### config.mk
export PLATFORM = sky130hd
export DESIGN_NAME = hue_cycling_color_generator_top
export DESIGN_NICKNAME = d
export VERILOG_FILES = /design/src/hw/rtl/hccg_pkg.sv /design/src/hw/rtl/hue_cycling_color_generator_top.sv /design/src/hw/rtl/hccg_cfg.sv /design/src/hw/rtl/hccg_phase.sv /design/src/hw/rtl/hccg_hsv.sv
export SDC_FILE = /design/constraint.sdc
export NUM_CORES = 1
export LEC_CHECK = 0
export ABC_AREA = 1
export BUFFER_PORTS_ARGS = -buffer_cell sky130_fd_sc_hd__buf_2
export CAP_MARGIN = 15
export CORE_UTILIZATION = 50
export CTS_BUF_LIST = sky130_fd_sc_hd__clkbuf_8
export DETAILED_ROUTE_END_ITERATION = 8
export PLACE_DENSITY = 0.66
export SYNTH_ARGS = -nofsm -noshare
export SYNTH_HDL_FRONTEND = slang
export SYNTH_SLANG_ARGS = --single-unit
### constraint.sdc
create_clock -name clk -period 5.23 [get_ports clk]
set_input_delay 1.046 -clock clk [delete_from_list [all_inputs] [get_ports clk]]
set_output_delay 1.046 -clock clk [all_outputs]
set_load 0.01 [all_outputs]
### src/hw/rtl/hccg_pkg.sv
package hccg_pkg;

  localparam int PHASE_BITS = 24;
  localparam int ELAPSED_W  = 12;
  localparam int RATE_W     = 16;
  localparam int LEVEL_W    = 8;
  localparam int PROD_W     = 2 * LEVEL_W;
  localparam int CFG_IDX_W  = 8;
  localparam int CFG_DATA_W = 16;

  localparam logic [CFG_IDX_W-1:0] REG_HUE_RATE     = CFG_IDX_W'(0);
  localparam logic [CFG_IDX_W-1:0] REG_SATURATION   = CFG_IDX_W'(1);
  localparam logic [CFG_IDX_W-1:0] REG_BRIGHTNESS   = CFG_IDX_W'(2);
  localparam logic [CFG_IDX_W-1:0] REG_ACCENT_LEVEL = CFG_IDX_W'(3);

  localparam logic [RATE_W-1:0]  RST_HUE_RATE     = RATE_W'(839);
  localparam logic [LEVEL_W-1:0] RST_SATURATION   = LEVEL_W'(178);
  localparam logic [LEVEL_W-1:0] RST_BRIGHTNESS   = LEVEL_W'(204);
  localparam logic [LEVEL_W-1:0] RST_ACCENT_LEVEL = LEVEL_W'(76);

  typedef struct packed {
    logic start;
  } unit_ctl_t;

  typedef struct packed {
    logic busy;
    logic done;
  } unit_sts_t;

  // Exact floor(z / 255) for z up to 255 * 255.
  function automatic logic [LEVEL_W-1:0] div255(input logic [PROD_W-1:0] z);
    logic [PROD_W:0] tmp;
    tmp = {1'b0, z} + {{(LEVEL_W + 1){1'b0}}, z[PROD_W-1:LEVEL_W]} + (PROD_W + 1)'(1);
    return tmp[PROD_W-1:LEVEL_W];
  endfunction

endpackage

### src/hw/rtl/hue_cycling_color_generator_top.sv
// A tick is taken only in idle. It runs the 12-step bit-serial phase multiply, then the
// 16-step bit-serial V*S*f product, then waits in the done state until the output register
// is free; only then does the block return to idle, so no new tick is taken until the last
// one has moved into the output register.
// A new tick is taken while the previous result still waits in the output register.
// Reset (rst, synchronous, active high) clears the hue phase to zero, loads the register
// defaults and empties the output register.
module hue_cycling_color_generator_top (
  input  logic                              clk,
  input  logic                              rst,
  input  logic                              in_valid,
  output logic                              in_ready,
  input  logic [hccg_pkg::ELAPSED_W-1:0]    elapsed_ms,
  output logic                              out_valid,
  input  logic                              out_ready,
  output logic [hccg_pkg::LEVEL_W-1:0]      red,
  output logic [hccg_pkg::LEVEL_W-1:0]      green,
  output logic [hccg_pkg::LEVEL_W-1:0]      blue,
  output logic [hccg_pkg::LEVEL_W-1:0]      accent_out,
  input  logic                              cfg_valid,
  output logic                              cfg_ready,
  input  logic [hccg_pkg::CFG_IDX_W-1:0]    cfg_index,
  input  logic [hccg_pkg::CFG_DATA_W-1:0]   cfg_data
);
  import hccg_pkg::*;

  localparam logic [1:0] S_IDLE  = 2'd0;
  localparam logic [1:0] S_PHASE = 2'd1;
  localparam logic [1:0] S_HSV   = 2'd2;
  localparam logic [1:0] S_DONE  = 2'd3;

  logic [1:0]            state;
  logic [1:0]            state_next;

  logic [RATE_W-1:0]     hue_rate;
  logic [LEVEL_W-1:0]    saturation;
  logic [LEVEL_W-1:0]    brightness;
  logic [LEVEL_W-1:0]    accent_level;

  unit_ctl_t             phase_ctl;
  unit_sts_t             phase_sts;
  unit_ctl_t             hsv_ctl;
  unit_sts_t             hsv_sts;
  logic [PHASE_BITS-1:0] hue_phase;
  logic [LEVEL_W-1:0]    hsv_red;
  logic [LEVEL_W-1:0]    hsv_green;
  logic [LEVEL_W-1:0]    hsv_blue;

  logic                  in_take;
  logic                  out_load;

  // Configuration registers accept a beat every cycle and the write takes effect at once, so
  // the user must send writes only while no tick is in flight; the block does not enforce this.
  assign cfg_ready = 1'b1;

  hccg_cfg u_cfg (
    .clk          (clk),
    .rst          (rst),
    .wr_en        (cfg_valid),
    .wr_index     (cfg_index),
    .wr_data      (cfg_data),
    .hue_rate     (hue_rate),
    .saturation   (saturation),
    .brightness   (brightness),
    .accent_level (accent_level)
  );

  // The phase unit owns the hue phase and advances it by elapsed_ms * hue_rate.
  hccg_phase u_phase (
    .clk     (clk),
    .rst     (rst),
    .ctl     (phase_ctl),
    .elapsed (elapsed_ms),
    .rate    (hue_rate),
    .sts     (phase_sts),
    .phase   (hue_phase)
  );

  // The HSV unit starts on the cycle the phase is final and converts it to RGB.
  hccg_hsv u_hsv (
    .clk   (clk),
    .rst   (rst),
    .ctl   (hsv_ctl),
    .phase (hue_phase),
    .sat   (saturation),
    .val   (brightness),
    .sts   (hsv_sts),
    .red   (hsv_red),
    .green (hsv_green),
    .blue  (hsv_blue)
  );

  assign in_ready        = (state == S_IDLE);
  assign in_take         = in_valid & in_ready;
  assign phase_ctl.start = in_take;
  assign hsv_ctl.start   = (state == S_PHASE) & phase_sts.done;

  // The finished color moves into the output register as soon as that slot is free.
  assign out_load = (state == S_DONE) & (~out_valid | out_ready);

  always_comb begin
    state_next = state;
    unique case (state)
      S_IDLE:  if (in_take) begin
        state_next = S_PHASE;
      end
      S_PHASE: if (phase_sts.done) begin
        state_next = S_HSV;
      end
      S_HSV:   if (hsv_sts.done) begin
        state_next = S_DONE;
      end
      S_DONE:  if (out_load) begin
        state_next = S_IDLE;
      end
      default: state_next = S_IDLE;
    endcase
  end

  always_ff @(posedge clk) begin
    if (rst) begin
      state     <= S_IDLE;
      out_valid <= 1'b0;
    end else begin
      state <= state_next;
      if (out_load) begin
        out_valid <= 1'b1;
      end else if (out_ready) begin
        out_valid <= 1'b0;
      end
    end
  end

  always_ff @(posedge clk) begin
    if (out_load) begin
      red        <= hsv_red;
      green      <= hsv_green;
      blue       <= hsv_blue;
      accent_out <= accent_level;
    end
  end

  a_phase_done_in_phase: assert property (@(posedge clk) disable iff (rst)
    phase_sts.done |-> (state == S_PHASE))
    else $error("phase unit finished outside the phase step");

  a_hsv_follows_phase: assert property (@(posedge clk) disable iff (rst)
    hsv_ctl.start |=> hsv_sts.busy && !phase_sts.busy)
    else $error("HSV unit did not start after the phase update");

  a_units_idle_when_ready: assert property (@(posedge clk) disable iff (rst)
    in_ready |-> !phase_sts.busy && !hsv_sts.busy)
    else $error("input taken while a unit is still working");

  a_load_only_into_free_slot: assert property (@(posedge clk) disable iff (rst)
    out_load |-> (!out_valid || out_ready))
    else $error("output register overwritten while holding an unread beat");

endmodule

### src/hw/rtl/hccg_cfg.sv
module hccg_cfg (
  input  logic                             clk,
  input  logic                             rst,
  input  logic                             wr_en,
  input  logic [hccg_pkg::CFG_IDX_W-1:0]   wr_index,
  input  logic [hccg_pkg::CFG_DATA_W-1:0]  wr_data,
  output logic [hccg_pkg::RATE_W-1:0]      hue_rate,
  output logic [hccg_pkg::LEVEL_W-1:0]     saturation,
  output logic [hccg_pkg::LEVEL_W-1:0]     brightness,
  output logic [hccg_pkg::LEVEL_W-1:0]     accent_level
);
  import hccg_pkg::*;

  // Indexes past the register list fall through and change nothing.
  always_ff @(posedge clk) begin
    if (rst) begin
      hue_rate     <= RST_HUE_RATE;
      saturation   <= RST_SATURATION;
      brightness   <= RST_BRIGHTNESS;
      accent_level <= RST_ACCENT_LEVEL;
    end else if (wr_en) begin
      unique case (wr_index)
        REG_HUE_RATE:     hue_rate     <= wr_data[RATE_W-1:0];
        REG_SATURATION:   saturation   <= wr_data[LEVEL_W-1:0];
        REG_BRIGHTNESS:   brightness   <= wr_data[LEVEL_W-1:0];
        REG_ACCENT_LEVEL: accent_level <= wr_data[LEVEL_W-1:0];
        default: ;
      endcase
    end
  end

endmodule

### src/hw/rtl/hccg_phase.sv
module hccg_phase (
  input  logic                               clk,
  input  logic                               rst,
  input  hccg_pkg::unit_ctl_t                ctl,
  input  logic [hccg_pkg::ELAPSED_W-1:0]     elapsed,
  input  logic [hccg_pkg::RATE_W-1:0]        rate,
  output hccg_pkg::unit_sts_t                sts,
  output logic [hccg_pkg::PHASE_BITS-1:0]    phase
);
  import hccg_pkg::*;

  localparam int CNT_W = $clog2(ELAPSED_W);
  localparam logic [CNT_W-1:0] LAST = CNT_W'(ELAPSED_W - 1);

  logic                  busy;
  logic                  done;
  logic [CNT_W-1:0]      cnt;
  logic [ELAPSED_W-1:0]  mult;
  logic [PHASE_BITS-1:0] addend;

  // Shift-and-add, one multiplier bit per cycle, straight into the phase.
  // Bits shifted past the top are whole turns and drop out.
  always_ff @(posedge clk) begin
    if (rst) begin
      busy  <= 1'b0;
      done  <= 1'b0;
      cnt   <= '0;
      phase <= '0;
    end else begin
      done <= 1'b0;
      if (ctl.start) begin
        busy <= 1'b1;
        cnt  <= '0;
      end else if (busy) begin
        if (mult[0]) begin
          phase <= phase + addend;
        end
        cnt <= cnt + CNT_W'(1);
        if (cnt == LAST) begin
          busy <= 1'b0;
          done <= 1'b1;
        end
      end
    end
  end

  always_ff @(posedge clk) begin
    if (ctl.start) begin
      mult   <= elapsed;
      addend <= PHASE_BITS'(rate);
    end else if (busy) begin
      mult   <= mult >> 1;
      addend <= addend << 1;
    end
  end

  assign sts.busy = busy;
  assign sts.done = done;

endmodule

### src/hw/rtl/hccg_hsv.sv
module hccg_hsv (
  input  logic                               clk,
  input  logic                               rst,
  input  hccg_pkg::unit_ctl_t                ctl,
  input  logic [hccg_pkg::PHASE_BITS-1:0]    phase,
  input  logic [hccg_pkg::LEVEL_W-1:0]       sat,
  input  logic [hccg_pkg::LEVEL_W-1:0]       val,
  output hccg_pkg::unit_sts_t                sts,
  output logic [hccg_pkg::LEVEL_W-1:0]       red,
  output logic [hccg_pkg::LEVEL_W-1:0]       green,
  output logic [hccg_pkg::LEVEL_W-1:0]       blue
);
  import hccg_pkg::*;

  localparam int H6_W  = PHASE_BITS + 3;
  localparam int ACC_W = PHASE_BITS + PROD_W;
  localparam int CNT_W = $clog2(PROD_W);
  localparam logic [CNT_W-1:0] LAST = CNT_W'(PROD_W - 1);

  localparam logic [2:0] SEC_0 = 3'd0;
  localparam logic [2:0] SEC_1 = 3'd1;
  localparam logic [2:0] SEC_2 = 3'd2;
  localparam logic [2:0] SEC_3 = 3'd3;
  localparam logic [2:0] SEC_4 = 3'd4;

  logic                  busy;
  logic                  fin;
  logic                  done;
  logic [CNT_W-1:0]      cnt;
  logic [2:0]            sector;
  logic [LEVEL_W-1:0]    v;
  logic [PROD_W-1:0]     vs;
  logic [PROD_W-1:0]     vs_sh;
  logic [ACC_W-1:0]      addend;
  logic [ACC_W-1:0]      acc;

  logic [H6_W-1:0]       h6;
  logic [PROD_W-1:0]     hi;
  logic                  frac_nz;
  logic [PROD_W-1:0]     v255;
  logic [PROD_W-1:0]     z_p;
  logic [PROD_W-1:0]     z_q;
  logic [PROD_W-1:0]     z_t;
  logic [LEVEL_W-1:0]    p_lvl;
  logic [LEVEL_W-1:0]    q_lvl;
  logic [LEVEL_W-1:0]    t_lvl;

  assign h6 = {1'b0, phase, 2'b00} + {2'b00, phase, 1'b0};

  always_ff @(posedge clk) begin
    if (rst) begin
      busy <= 1'b0;
      fin  <= 1'b0;
      done <= 1'b0;
      cnt  <= '0;
    end else begin
      fin  <= 1'b0;
      done <= fin;
      if (ctl.start) begin
        busy <= 1'b1;
        cnt  <= '0;
      end else if (busy) begin
        cnt <= cnt + CNT_W'(1);
        if (cnt == LAST) begin
          busy <= 1'b0;
          fin  <= 1'b1;
        end
      end
    end
  end

  // acc collects V*S*f one bit of V*S per cycle.
  always_ff @(posedge clk) begin
    if (ctl.start) begin
      sector <= h6[H6_W-1:PHASE_BITS];
      v      <= val;
      vs     <= PROD_W'(val) * PROD_W'(sat);
      vs_sh  <= PROD_W'(val) * PROD_W'(sat);
      addend <= ACC_W'(h6[PHASE_BITS-1:0]);
      acc    <= '0;
    end else if (busy) begin
      if (vs_sh[0]) begin
        acc <= acc + addend;
      end
      vs_sh  <= vs_sh >> 1;
      addend <= addend << 1;
    end
  end

  // With c = ceil(V*S*f / 2^P): q = floor((255V - c) / 255). For t the
  // same ceiling over (1 - f) collapses to V*S - floor(V*S*f / 2^P).
  always_comb begin
    hi      = acc[ACC_W-1:PHASE_BITS];
    frac_nz = |acc[PHASE_BITS-1:0];
    v255    = {v, {LEVEL_W{1'b0}}} - PROD_W'(v);
    z_p     = v255 - vs;
    z_q     = v255 - (hi + PROD_W'(frac_nz));
    z_t     = v255 - (vs - hi);
    p_lvl   = div255(z_p);
    q_lvl   = div255(z_q);
    t_lvl   = div255(z_t);
  end

  always_ff @(posedge clk) begin
    if (fin) begin
      unique case (sector)
        SEC_0: begin
          red <= v;     green <= t_lvl; blue <= p_lvl;
        end
        SEC_1: begin
          red <= q_lvl; green <= v;     blue <= p_lvl;
        end
        SEC_2: begin
          red <= p_lvl; green <= v;     blue <= t_lvl;
        end
        SEC_3: begin
          red <= p_lvl; green <= q_lvl; blue <= v;
        end
        SEC_4: begin
          red <= t_lvl; green <= p_lvl; blue <= v;
        end
        default: begin
          red <= v;     green <= p_lvl; blue <= q_lvl;
        end
      endcase
    end
  end

  assign sts.busy = busy | fin;
  assign sts.done = done;

endmodule
==> impl_metrics.yaml, run 1 <==
logic_synthesis:
  synth-seq-cells: 293
  ys_warn_count: 0
  muxShareOfSynthArea_pct: 0
  netlist_instances: 3129
  synth_enable_flop_cells: 150
  synth_top_family_by_area: "simple AND/OR/NAND/NOR gates"
  async_flop_share_pct: 0
  synth_compound_area_share_pct: 13.6
  synthesis.area_um2: 23000
  synth_nets: 3429
  ys.flop_type: "edfxtp_1"
  synth-xor-area-share_pct: 3.53
  ys_seq_area_share_pct: 32.0
  synth_adder_area_share_pct: 15.9
  synth-simple-area-share_pct: 25.3
  synth_cell_types: 58
  syn_avg_cell_area_um2: 7.36
floorplan:
  ios: 76
  core_um2: 45400
  rows: 78
  die_w_um: 217
  fp.dieH_um: 217
  initial_utilization_pct: 50.7
  dieArea_um2: 46900
cells_and_area:
  area_growth_pct: 10.2
  drive_above_1_share_pct: 8.59
  num-nets-final: 3539
  stdcell_count: 3882
  fin_util_pct: 55.9
  n_antenna_cell: 0
cts:
  clk_latency_ns: 0.67
  cts_tree: "built"
  tritoncts.num_buffers: 53
  numClockSinks: 293
  ctsRootBufferMaster: "clkbuf_8"
  clockBufferDepth: 3
  clkTransAtPathRegs_ns: 0.07
  htree_levels: 2
worst_setup_path:
  slowest_delay_ns: 0.45
  critPathKind: "reg2reg"
  rr_endpoint: "u_hsv.green[6]"
  startpoint_type: "flip-flop"
  reg2reg_from: "u_hsv.v[1]"
  rr_worst_depth: 25
  crit_family: "simple AND/OR/NAND/NOR gates"
  crit_slowest_cell: "edfxtp_1"
  path_buf_inv: 4
  endpoint_kind: "flip-flop"
  cp_max_fo: 5
  critical_path_required_ns: 5.71
  regToRegSetupSlack_ns: 0.32
  cp.arrival_ns: 5.38
sta:
  period_needed_ns: 4.91
  final.setup.tns_ns: 0
  max_freq_mhz: 204
  clock_skew_ns: 0.0576
  hold_ws_ns: 0.404
  max_slew_margin_pct: 36.9
  worst_slew_pin_slew_ns: 0.945
  finalSetupViolCount: 0
  report.final.slew_viol_count: 0
  report.final.hold_viol_count: 0
  layout_worst_path_cycle_share_pct: 93.9
global_route:
  grt_use_total_pct: 27.9
  grt-ovfl-total: 0
  antenna_found_initial: 0
  grt_pass1_wl_mm: 105
  grt_pass1_vias: 20300
  grt_max_degree: 93
pwr:
  pwr-share-comb_pct: 34.8
  powerDensity_nw_per_um2: 308
  clock_power_share_pct: 27.7
  p_seq_share_pct: 37.5
  fin_total_pwr_w: 0.00782
  swShare_pct: 38.5
  leakage_nw: 12.8
  peakVddDrop_v: 0.000253
  p_int_w: 0.00481
  power.switching_w: 0.00301
place:
  gp_congestion: 0.974
  io_buffer_count: 74
  hpwlAfterDp_mm: 51.3
  dp.cells: 3777
job:
  cap_violations: 0
routing:
  wl_per_cell_um: 16.7
  wirelength_mm: 64.7
  drtIter0Drc: 1553
  dr.pass1.iters: 5
  viasPerCell: 5.44
  antenna_left: 0
  drc: 0
  num_vias: 21100
hold_path:
  hold_path_class: "reg2reg"
  min-delay-start: "u_hsv.blue[7]"
  min_path_cells: 0
  min_to: "blue[7]"
status:
  status: "finished, final reports clean"
power groups by stage:
stage | combinational [W] | sequential [W] | clock (W)
final | 0.00272 | 0.00293 | 0.00216
after global placement | 0.00262 | 0.00297 | 0
after global routing | 0.00307 | 0.00296 | 0.00231
after detailed placement | 0.00266 | 0.00298 | 0
after CTS | 0.00268 | 0.00293 | 0.00222
after floorplan | 0.00200 | 0.00289 | 0
stage by stage:
step / instance area, µm² / setup slack (ns)
after floorplan: 23000 / 0.722
after global placement: 24200 / 0.413
after detailed placement: 24200 / 0.280
after CTS: 25300 / 0.243
after global routing: 25400 / -0.0194
final: 25400 / 0.321
synth_stat cells, types with 12 or more instances:
cell type  number  area, µm²
inv_1         511       1920
o21ai_0       173        866
a21o_1         14        105
a21oi_1       191        956
nor3_1         34        170
edfxtp_1      150       4500
nor2_1        220        826
fa_1           57       1140
nand3_1       195        976
a31oi_1        24        150
xor2_1         49        429
nand2_2        21        131
o21bai_1       30        225
dfxtp_1       143       2860
ha_1          202       2530
nand2_1       767       2880
xnor2_1        35        307
o211ai_1       45        338
clkbuf_1       61        229
nor4_1         13       81.3
nand4_1        51        319
nor2_2         12       75.1
or2_2          12       75.1
cells by family after synthesis:
kind of cell / count (synthesis)
other: 1
flip-flops: 293
AO/OA/AOI/OAI: 542
XOR/XNOR: 88
buffers and inverters: 587
adder cells (fa/ha/maj): 259
AND/OR/NAND/NOR: 1359
worst max path at each step:
stage / startpoint / to / depth (start not counted)
4_1_cts: u_hsv.v[0] / u_hsv.green[2] / 27
3_3_place_gp: u_cfg.brightness[3] / u_hsv.vs[14] / 17
2_1_floorplan: u_cfg.brightness[0] / u_hsv.vs[14] / 18
3_5_place_dp: u_hsv.v[0] / u_hsv.green[2] / 27
5_1_grt: u_hsv.v[1] / u_hsv.green[6] / 27
6_report: u_hsv.v[1] / u_hsv.green[6] / 25
metal layers:
layer / track usage [%] / up-vias / part of all wire [%]
li1: - / 10500 / -
met1: 37.7 / 9862 / 46
met2: 46.6 / 613 / 46
met3: 3.48 / 106 / 5.8
met4: 7.91 / 0 / 2.4
met5: 0 / - / 0
cells in the final DEF, fill, tap and decap left out, types with 10 or more instances in the layout:
cell type / count
a21o_1: 14
a21oi_1: 188
a31oi_1: 24
buf_2: 74
buf_4: 48
clkbuf_8: 63
dfxtp_1: 143
edfxtp_1: 150
fa_1: 57
ha_1: 199
inv_1: 537
nand2_1: 765
nand2_2: 22
nand3_1: 195
nand3_2: 11
nand4_1: 51
nor2_1: 220
nor2_2: 12
nor3_1: 34
nor4_1: 13
o211ai_1: 45
o21a_1: 11
o21ai_0: 173
o21bai_1: 30
o221ai_1: 10
or2_2: 12
xnor2_1: 35
xor2_1: 46
flip-flops by register name, summed over array words and instances, names as in the netlist, 12 cells and up:
register,cells
u_cfg.hue_rate,16
u_phase.mult,12
u_hsv.vs_sh,16
u_hsv.vs,16
u_hsv.acc,39
u_phase.addend,24
u_phase.phase,24
u_hsv.addend,39
what timing repair did:
item,CTS,global route
endpoints found under the hold margin,0,0
hold buffers,0,0
resized for setup,0,11
endpoints found under the setup margin,0,24
buffers inserted,0,6
area by class of cell:
type / instances / area [µm²]
fillers: 4326 / 20000
multi-input cells: 2249 / 13500
flip-flops and latches: 293 / 7370
inverters: 519 / 1950
clock buffers: 63 / 867
repair buffers: 123 / 751
well taps: 600 / 751
clock inverters: 35 / 183
Note: power is estimated with default switching activity, not from simulation.
==> inputs of run 2 (changes only) <==
--- a/config.mk
+++ b/config.mk
@@ -9,9 +9,9 @@
 export BUFFER_PORTS_ARGS = -buffer_cell sky130_fd_sc_hd__buf_2
 export CAP_MARGIN = 15
 export CORE_UTILIZATION = 50
-export CTS_BUF_LIST = sky130_fd_sc_hd__clkbuf_8
 export DETAILED_ROUTE_END_ITERATION = 8
 export PLACE_DENSITY = 0.66
+export SETUP_SLACK_MARGIN = 0.02
 export SYNTH_ARGS = -nofsm -noshare
 export SYNTH_HDL_FRONTEND = slang
 export SYNTH_SLANG_ARGS = --single-unit
==> run 2 against run 1 <==
Via count is 0.38% lower. Final cell count fell by 0.93%. Die area did not move. Sequential power hardly changed. Global-route usage about the same. Critical endpoint is now u_hsv.blue[3]. Core utilization is 0.33 points higher. Hold slack improved by 0.017 ns. Clock skew shrank 0.038 ns. Largest cell class unchanged. Design area up 0.59%. Maximum frequency rose by 0.54%.
==> impl_metrics.yaml, run 2 (synthesis results as in run 1) <==
status:
  status: "finished, final reports clean"
job:
  cap_violations: 0
worst_setup_path:
  cp.arrival_ns: 5.29
  critical_path_required_ns: 5.64
  cp_max_fo: 8
  endpoint_kind: "flip-flop"
  startpoint_type: "flip-flop"
  critPathKind: "reg2reg"
pwr:
  fin_total_pwr_w: 0.00822
  peakVddDrop_v: 0.000364
  powerDensity_nw_per_um2: 322
  leakage_nw: 12.7
cts:
  htree_levels: 2
  tritoncts.num_buffers: 35
  clkTransAtPathRegs_ns: 0.06
  hold_buffers: 0
  numClockSinks: 293
  clk_latency_ns: 0.56
  ctsRootBufferMaster: "clkbuf_16"
  clockBufferDepth: 3
  cts_tree: "built"
routing:
  dr.pass1.iters: 6
  drc: 0
  antenna_left: 0
  wirelength_mm: 64.7
  drtIter0Drc: 1500
  viasPerCell: 5.47
  wl_per_cell_um: 16.8
  num_vias: 21000
floorplan:
  dieArea_um2: 46900
  fp.dieH_um: 217
  initial_utilization_pct: 50.7
  ios: 76
  core_um2: 45400
  rows: 78
  die_w_um: 217
hold_path:
  hold_path_class: "reg2reg"
place:
  gp_congestion: 0.974
  dp.cells: 3777
  dp_slack_ns: 0.280
  io_buffer_count: 74
  hpwlAfterDp_mm: 51.3
sta:
  layout_worst_path_cycle_share_pct: 93.4
  worst_slew_pin_slew_ns: 0.935
  report.final.hold_viol_count: 0
  clock_skew_ns: 0.0200
  max_freq_mhz: 205
  finalSetupViolCount: 0
  layout_setup_ws_ns: 0.347
  report.final.slew_viol_count: 0
  final.setup.tns_ns: 0
  max_slew_margin_pct: 37.6
  period_needed_ns: 4.88
cells_and_area:
  reg_top3: "u_hsv.acc: 39 flops, u_hsv.addend: 39 flops"
  area_growth_pct: 10.9
  drive_above_1_share_pct: 8.16
  num-nets-final: 3520
  fin_util_pct: 56.3
  stdcell_count: 3846
  final_cell_mix: "765 x nand2_1, 510 x inv_1, 220 x nor2_1, 199 x ha_1, 195 x nand3_1"
  n_antenna_cell: 0
  final_common_cell: "nand2_1"
global_route:
  grt-ovfl-total: 0
  grt_max_degree: 93
  antenna_found_initial: 0
  grt_pass1_vias: 20300
  grt_use_total_pct: 27.9
  grt_pass1_wl_mm: 105
## run 2: cell count changes in the layout (fill, tap and decap cells not counted), moves of 2 or more
cell        before  now
clkbuf_8        63    4
clkbuf_16        0   36
inv_1          537  510
clkbuf_1         0    8
bufinv_16        1    4
clkinvlp_4       1    3
## run 2: critical path, stage by stage, from the launching register on
cell      delay (ns)
edfxtp_1        0.56
nor2_1          0.22
nand2_1         0.10
inv_1           0.08
nand2_2         0.07
nor2_1          0.17
nor3_1          0.07
o21bai_1        0.22
buf_4           0.18
ha_1            0.36
a21oi_1         0.21
o21a_1          0.16
nand3_1         0.12
or2_2           0.29
nand2_1         0.10
inv_1           0.07
ha_1            0.33
nand2_1         0.08
o21ai_0         0.16
a21oi_1         0.11
nand2_1         0.18
nand2_2         0.14
xnor2_1         0.50
nand2_1         0.12
nand4_1         0.13
## run 2: final cells by class
cell class	count	area, µm²
fill	4277	19900
multi-input combinational	2249	13500
sequential	293	7370
inverter	519	1950
clock buffer	48	986
tap	600	751
timing repair buffer	122	743
clock inverter	15	220
## run 2: worst paths after layout
path / start / depth (start not counted) / slack (ns) / end
setup / recovery: u_hsv.v[3] / 24 / 0.35 / u_hsv.blue[3]
hold / removal: u_hsv.blue[5] / 0 / 0.42 / blue[5]
setup reg to reg: u_hsv.v[3] / 24 / 0.35 / u_hsv.blue[3]
hold reg to reg: u_hsv.blue[5] / 0 / 0.42 / blue[5]
## run 2: routing by layer
metal  track usage [%]  share of wire [%]  wire (µm)
met5                 0                  0          0
met4              7.51                2.4       1560
met3              3.17                5.9       3800
met2              46.9                 46      30000
met1              37.8                 45      29400
## run 2: what timing repair did
action,CTS,global route
setup buffers,0,5
resized for setup,0,12
setup endpoints to repair,0,25
## run 2: through the flow
step / cell area (µm²) / hold slack (ns)
2_1_floorplan: 23000 / 0.400
3_3_place_gp: 24200 / 0.409
3_5_place_dp: 24200 / 0.411
4_1_cts: 25400 / 0.425
5_1_grt: 25500 / 0.428
6_report: 25500 / 0.421
## run 2: power by group
| group | leakage (nW) | switching (W) | internal, W | total (W) |
|---|---|---|---|---|
| Combinational | 9.59 | 0.00177 | 0.000950 | 0.00272 |
| Clock | 0.577 | 0.00103 | 0.00153 | 0.00256 |
| Sequential | 2.57 | 0.000223 | 0.00271 | 0.00293 |
==> inputs of run 3 (changes only) <==
--- a/config.mk
+++ b/config.mk
@@ -5,12 +5,13 @@
 export SDC_FILE = /design/constraint.sdc
 export NUM_CORES = 1
 export LEC_CHECK = 0
-export ABC_AREA = 1
+export ABC_AREA = 0
 export BUFFER_PORTS_ARGS = -buffer_cell sky130_fd_sc_hd__buf_2
 export CAP_MARGIN = 15
 export CORE_UTILIZATION = 50
 export DETAILED_ROUTE_END_ITERATION = 8
-export PLACE_DENSITY = 0.66
+export PLACE_DENSITY = 0.67
+export RECOVER_POWER = 50
 export SETUP_SLACK_MARGIN = 0.02
 export SYNTH_ARGS = -nofsm -noshare
 export SYNTH_HDL_FRONTEND = slang
==> run 3 against run 2 <==
The flow now finishes with violations (capacitance limit, slew limit, setup timing). Critical path depth decreased by 1. Register-to-register slack worse by 0.60 ns. Via count fell by 13%. Largest cell class unchanged.
==> impl_metrics.yaml, run 3 <==
status:
  status: "complete, but fails checks"
  violations: "capacitance limit, slew limit, setup timing"
pwr:
  fin_total_pwr_w: 0.00638
  leakage_nw: 11.5
  powerDensity_nw_per_um2: 243
  peakVddDrop_v: 0.000322
cts:
  clk_latency_ns: 0.55
  cts_tree: "built"
  ctsRootBufferMaster: "clkbuf_16"
  clkTransAtPathRegs_ns: 0.06
  tritoncts.num_buffers: 35
  htree_levels: 2
  hold_buffers: 0
  numClockSinks: 293
  clockBufferDepth: 3
hold_path:
  min-delay-start: "u_hsv.green[0]"
  hold_path_class: "reg2reg"
routing:
  wl_per_cell_um: 17.6
  num_vias: 18300
  drc: 0
  dr.pass1.iters: 5
  antenna_left: 0
  viasPerCell: 5.62
  wirelength_mm: 57.3
  drtIter0Drc: 1220
worst_setup_path:
  path_buf_inv: 3
  startpoint_type: "flip-flop"
  crit_start: "u_hsv.v[4]"
  endpoint_kind: "flip-flop"
  crit_slowest_cell: "or4_4"
  reg2reg_from: "u_hsv.v[4]"
  cp_max_fo: 4
  critPathKind: "reg2reg"
  cp.arrival_ns: 5.79
  crit_family: "simple AND/OR/NAND/NOR gates"
  slowest_delay_ns: 0.57
  critical_path_required_ns: 5.54
  path_cells: "or4_4 > or4_4 > xnor2_4 > buf_6 > inv_4 > ha_4 > inv_2 > ha_4 > nand2_2 > o211a_1 > o21ai_1 > a21oi_1 > xnor2_1 > ha_2 > nor2_1 > nor2_1 > o41ai_2 > maj3_2 > or3_4 > a211oi_4 > xnor2_2 > nand2_1 > a32o_1"
global_route:
  groute.layer.met2.usage_pct: 44.9
  met1_usage_pct: 33.7
  grt_pass1_wl_mm: 91.4
  top_usage_layer: "met2"
  use_met3_pct: 2.68
  grt_pass1_vias: 17900
  grt_use_total_pct: 25.9
  grt_max_degree: 61
  grt-ovfl-total: 0
  antenna_found_initial: 0
logic_synthesis:
  synth_area_leaders: "edfxtp_1 21%, dfxtp_1 13%, ha_1 12%"
  syn_avg_cell_area_um2: 9.00
  synth_enable_flop_cells: 150
  synth.top_cell.area_share_pct: 20.9
  ys.flop_type: "edfxtp_1"
  synth_cell_types: 110
  yosysMostFrequentCell: "nand2_1"
  netlist_instances: 2390
  ys_warn_count: 0
  async_flop_share_pct: 0
  synthesis.area_um2: 21500
  yosysTopAreaCell: "edfxtp_1"
  synth-seq-cells: 293
  ys_seq_area_share_pct: 34.3
  synth_commonest_cells: "343 x nand2_1, 202 x ha_1, 195 x nor2_1, 176 x inv_1, 165 x a21oi_1"
  synth_nets: 2690
floorplan:
  rows: 75
  core_um2: 42200
  ios: 76
  dieArea_um2: 43900
  die_w_um: 209
  initial_utilization_pct: 50.9
  fp.dieH_um: 209
cells_and_area:
  n_antenna_cell: 0
  reg_top3: "u_hsv.acc: 39 flops, u_hsv.addend: 39 flops"
  num-nets-final: 2995
  stdcell_count: 3260
  final_common_cell: "nand2_1"
  fin_area_um2: 26200
  drive_above_1_share_pct: 20.1
  area_growth_pct: 22.0
  final_cell_mix: "336 x nand2_1, 252 x buf_4, 191 x nor2_1, 186 x ha_1, 171 x inv_1"
sta:
  hold_ws_ns: 0.420
  report.final.hold_viol_count: 0
  worst_slew_pin_slew_ns: 3.27
  finalSetupViolCount: 24
  max_freq_mhz: 183
  layout_setup_ws_ns: -0.249
  report.final.slew_viol_count: 303
  period_needed_ns: 5.48
  rsz0062_at_grt: "yes"
  clock_skew_ns: 0.0146
  layout_worst_path_cycle_share_pct: 105
  max_slew_margin_pct: -119
place:
  dp.cells: 3157
  dp_slack_ns: -0.474
  hpwlAfterDp_mm: 43.1
  io_buffer_count: 74
  placed_cell_area_um2: 24200
  gp_congestion: 0.930
job:
  cap_violations: 7
[run 3: kinds of logic (layout without fill, tap and decap cells)]
family	count (synthesis)	in the layout	share of synthesized area, %
AOI/OAI and AO/OA	559	559	17.7
xor gates and xnor gates	147	147	6.15
adders and majority gates	262	262	17.2
buffers and inverters	256	587	4.51
DFF	293	293	34.3
muxes	53	53	2.50
other	1	1	0.0174
and+or+nand+nor	819	819	17.7
[run 3: final timing paths]
kind / to / slack [ns] / depth (start not counted)
setup / recovery: u_hsv.green[7] / -0.25 / 23
hold / removal: green[0] / 0.42 / 0
setup reg to reg: u_hsv.green[7] / -0.25 / 23
hold reg to reg: green[0] / 0.42 / 0
[run 3: what timing repair did]
action | 4_1_cts | 5_1_grt
setup buffers | 36 | 8
resized for setup | 99 | 63
setup endpoints to repair | 24 | 28
endpoints found under the hold margin | 0 | 0
pin swaps | 56 | 31
[run 3: layer usage]
layer | part of all wire, % | routed length (µm)
met2 | 48 | 27400
met4 | 2.8 | 1580
met5 | 0 | 0
met3 | 3.8 | 2200
met1 | 46 | 26100
[run 3: cell type report]
cell class / instances / area [µm²]
Clock buffer: 44 / 940
Clock inverter: 19 / 166
Fill cell: 3592 / 16000
Inverter: 178 / 672
Multi-Input combinational cell: 1841 / 14100
Sequential cell: 293 / 7370
Tap cell: 539 / 674
Timing Repair Buffer: 346 / 2360
[run 3: power breakdown]
group	switching, W	internal (W)	total, W
Combinational	0.000709	0.000495	0.00120
Sequential	0.000130	0.00266	0.00279
Clock	0.00100	0.00138	0.00238
[run 3: through the flow]
| stage | utilization, % | TNS (ns) |
|---|---|---|
| 2_1_floorplan | - | -0.169 |
| 3_3_place_gp | 57.2 | -5.37 |
| 3_5_place_dp | 57.2 | -8.89 |
| 4_1_cts | 61.6 | -2.70 |
| 5_1_grt | 62.1 | -7.52 |
| 6_report | 62.1 | -3.71 |
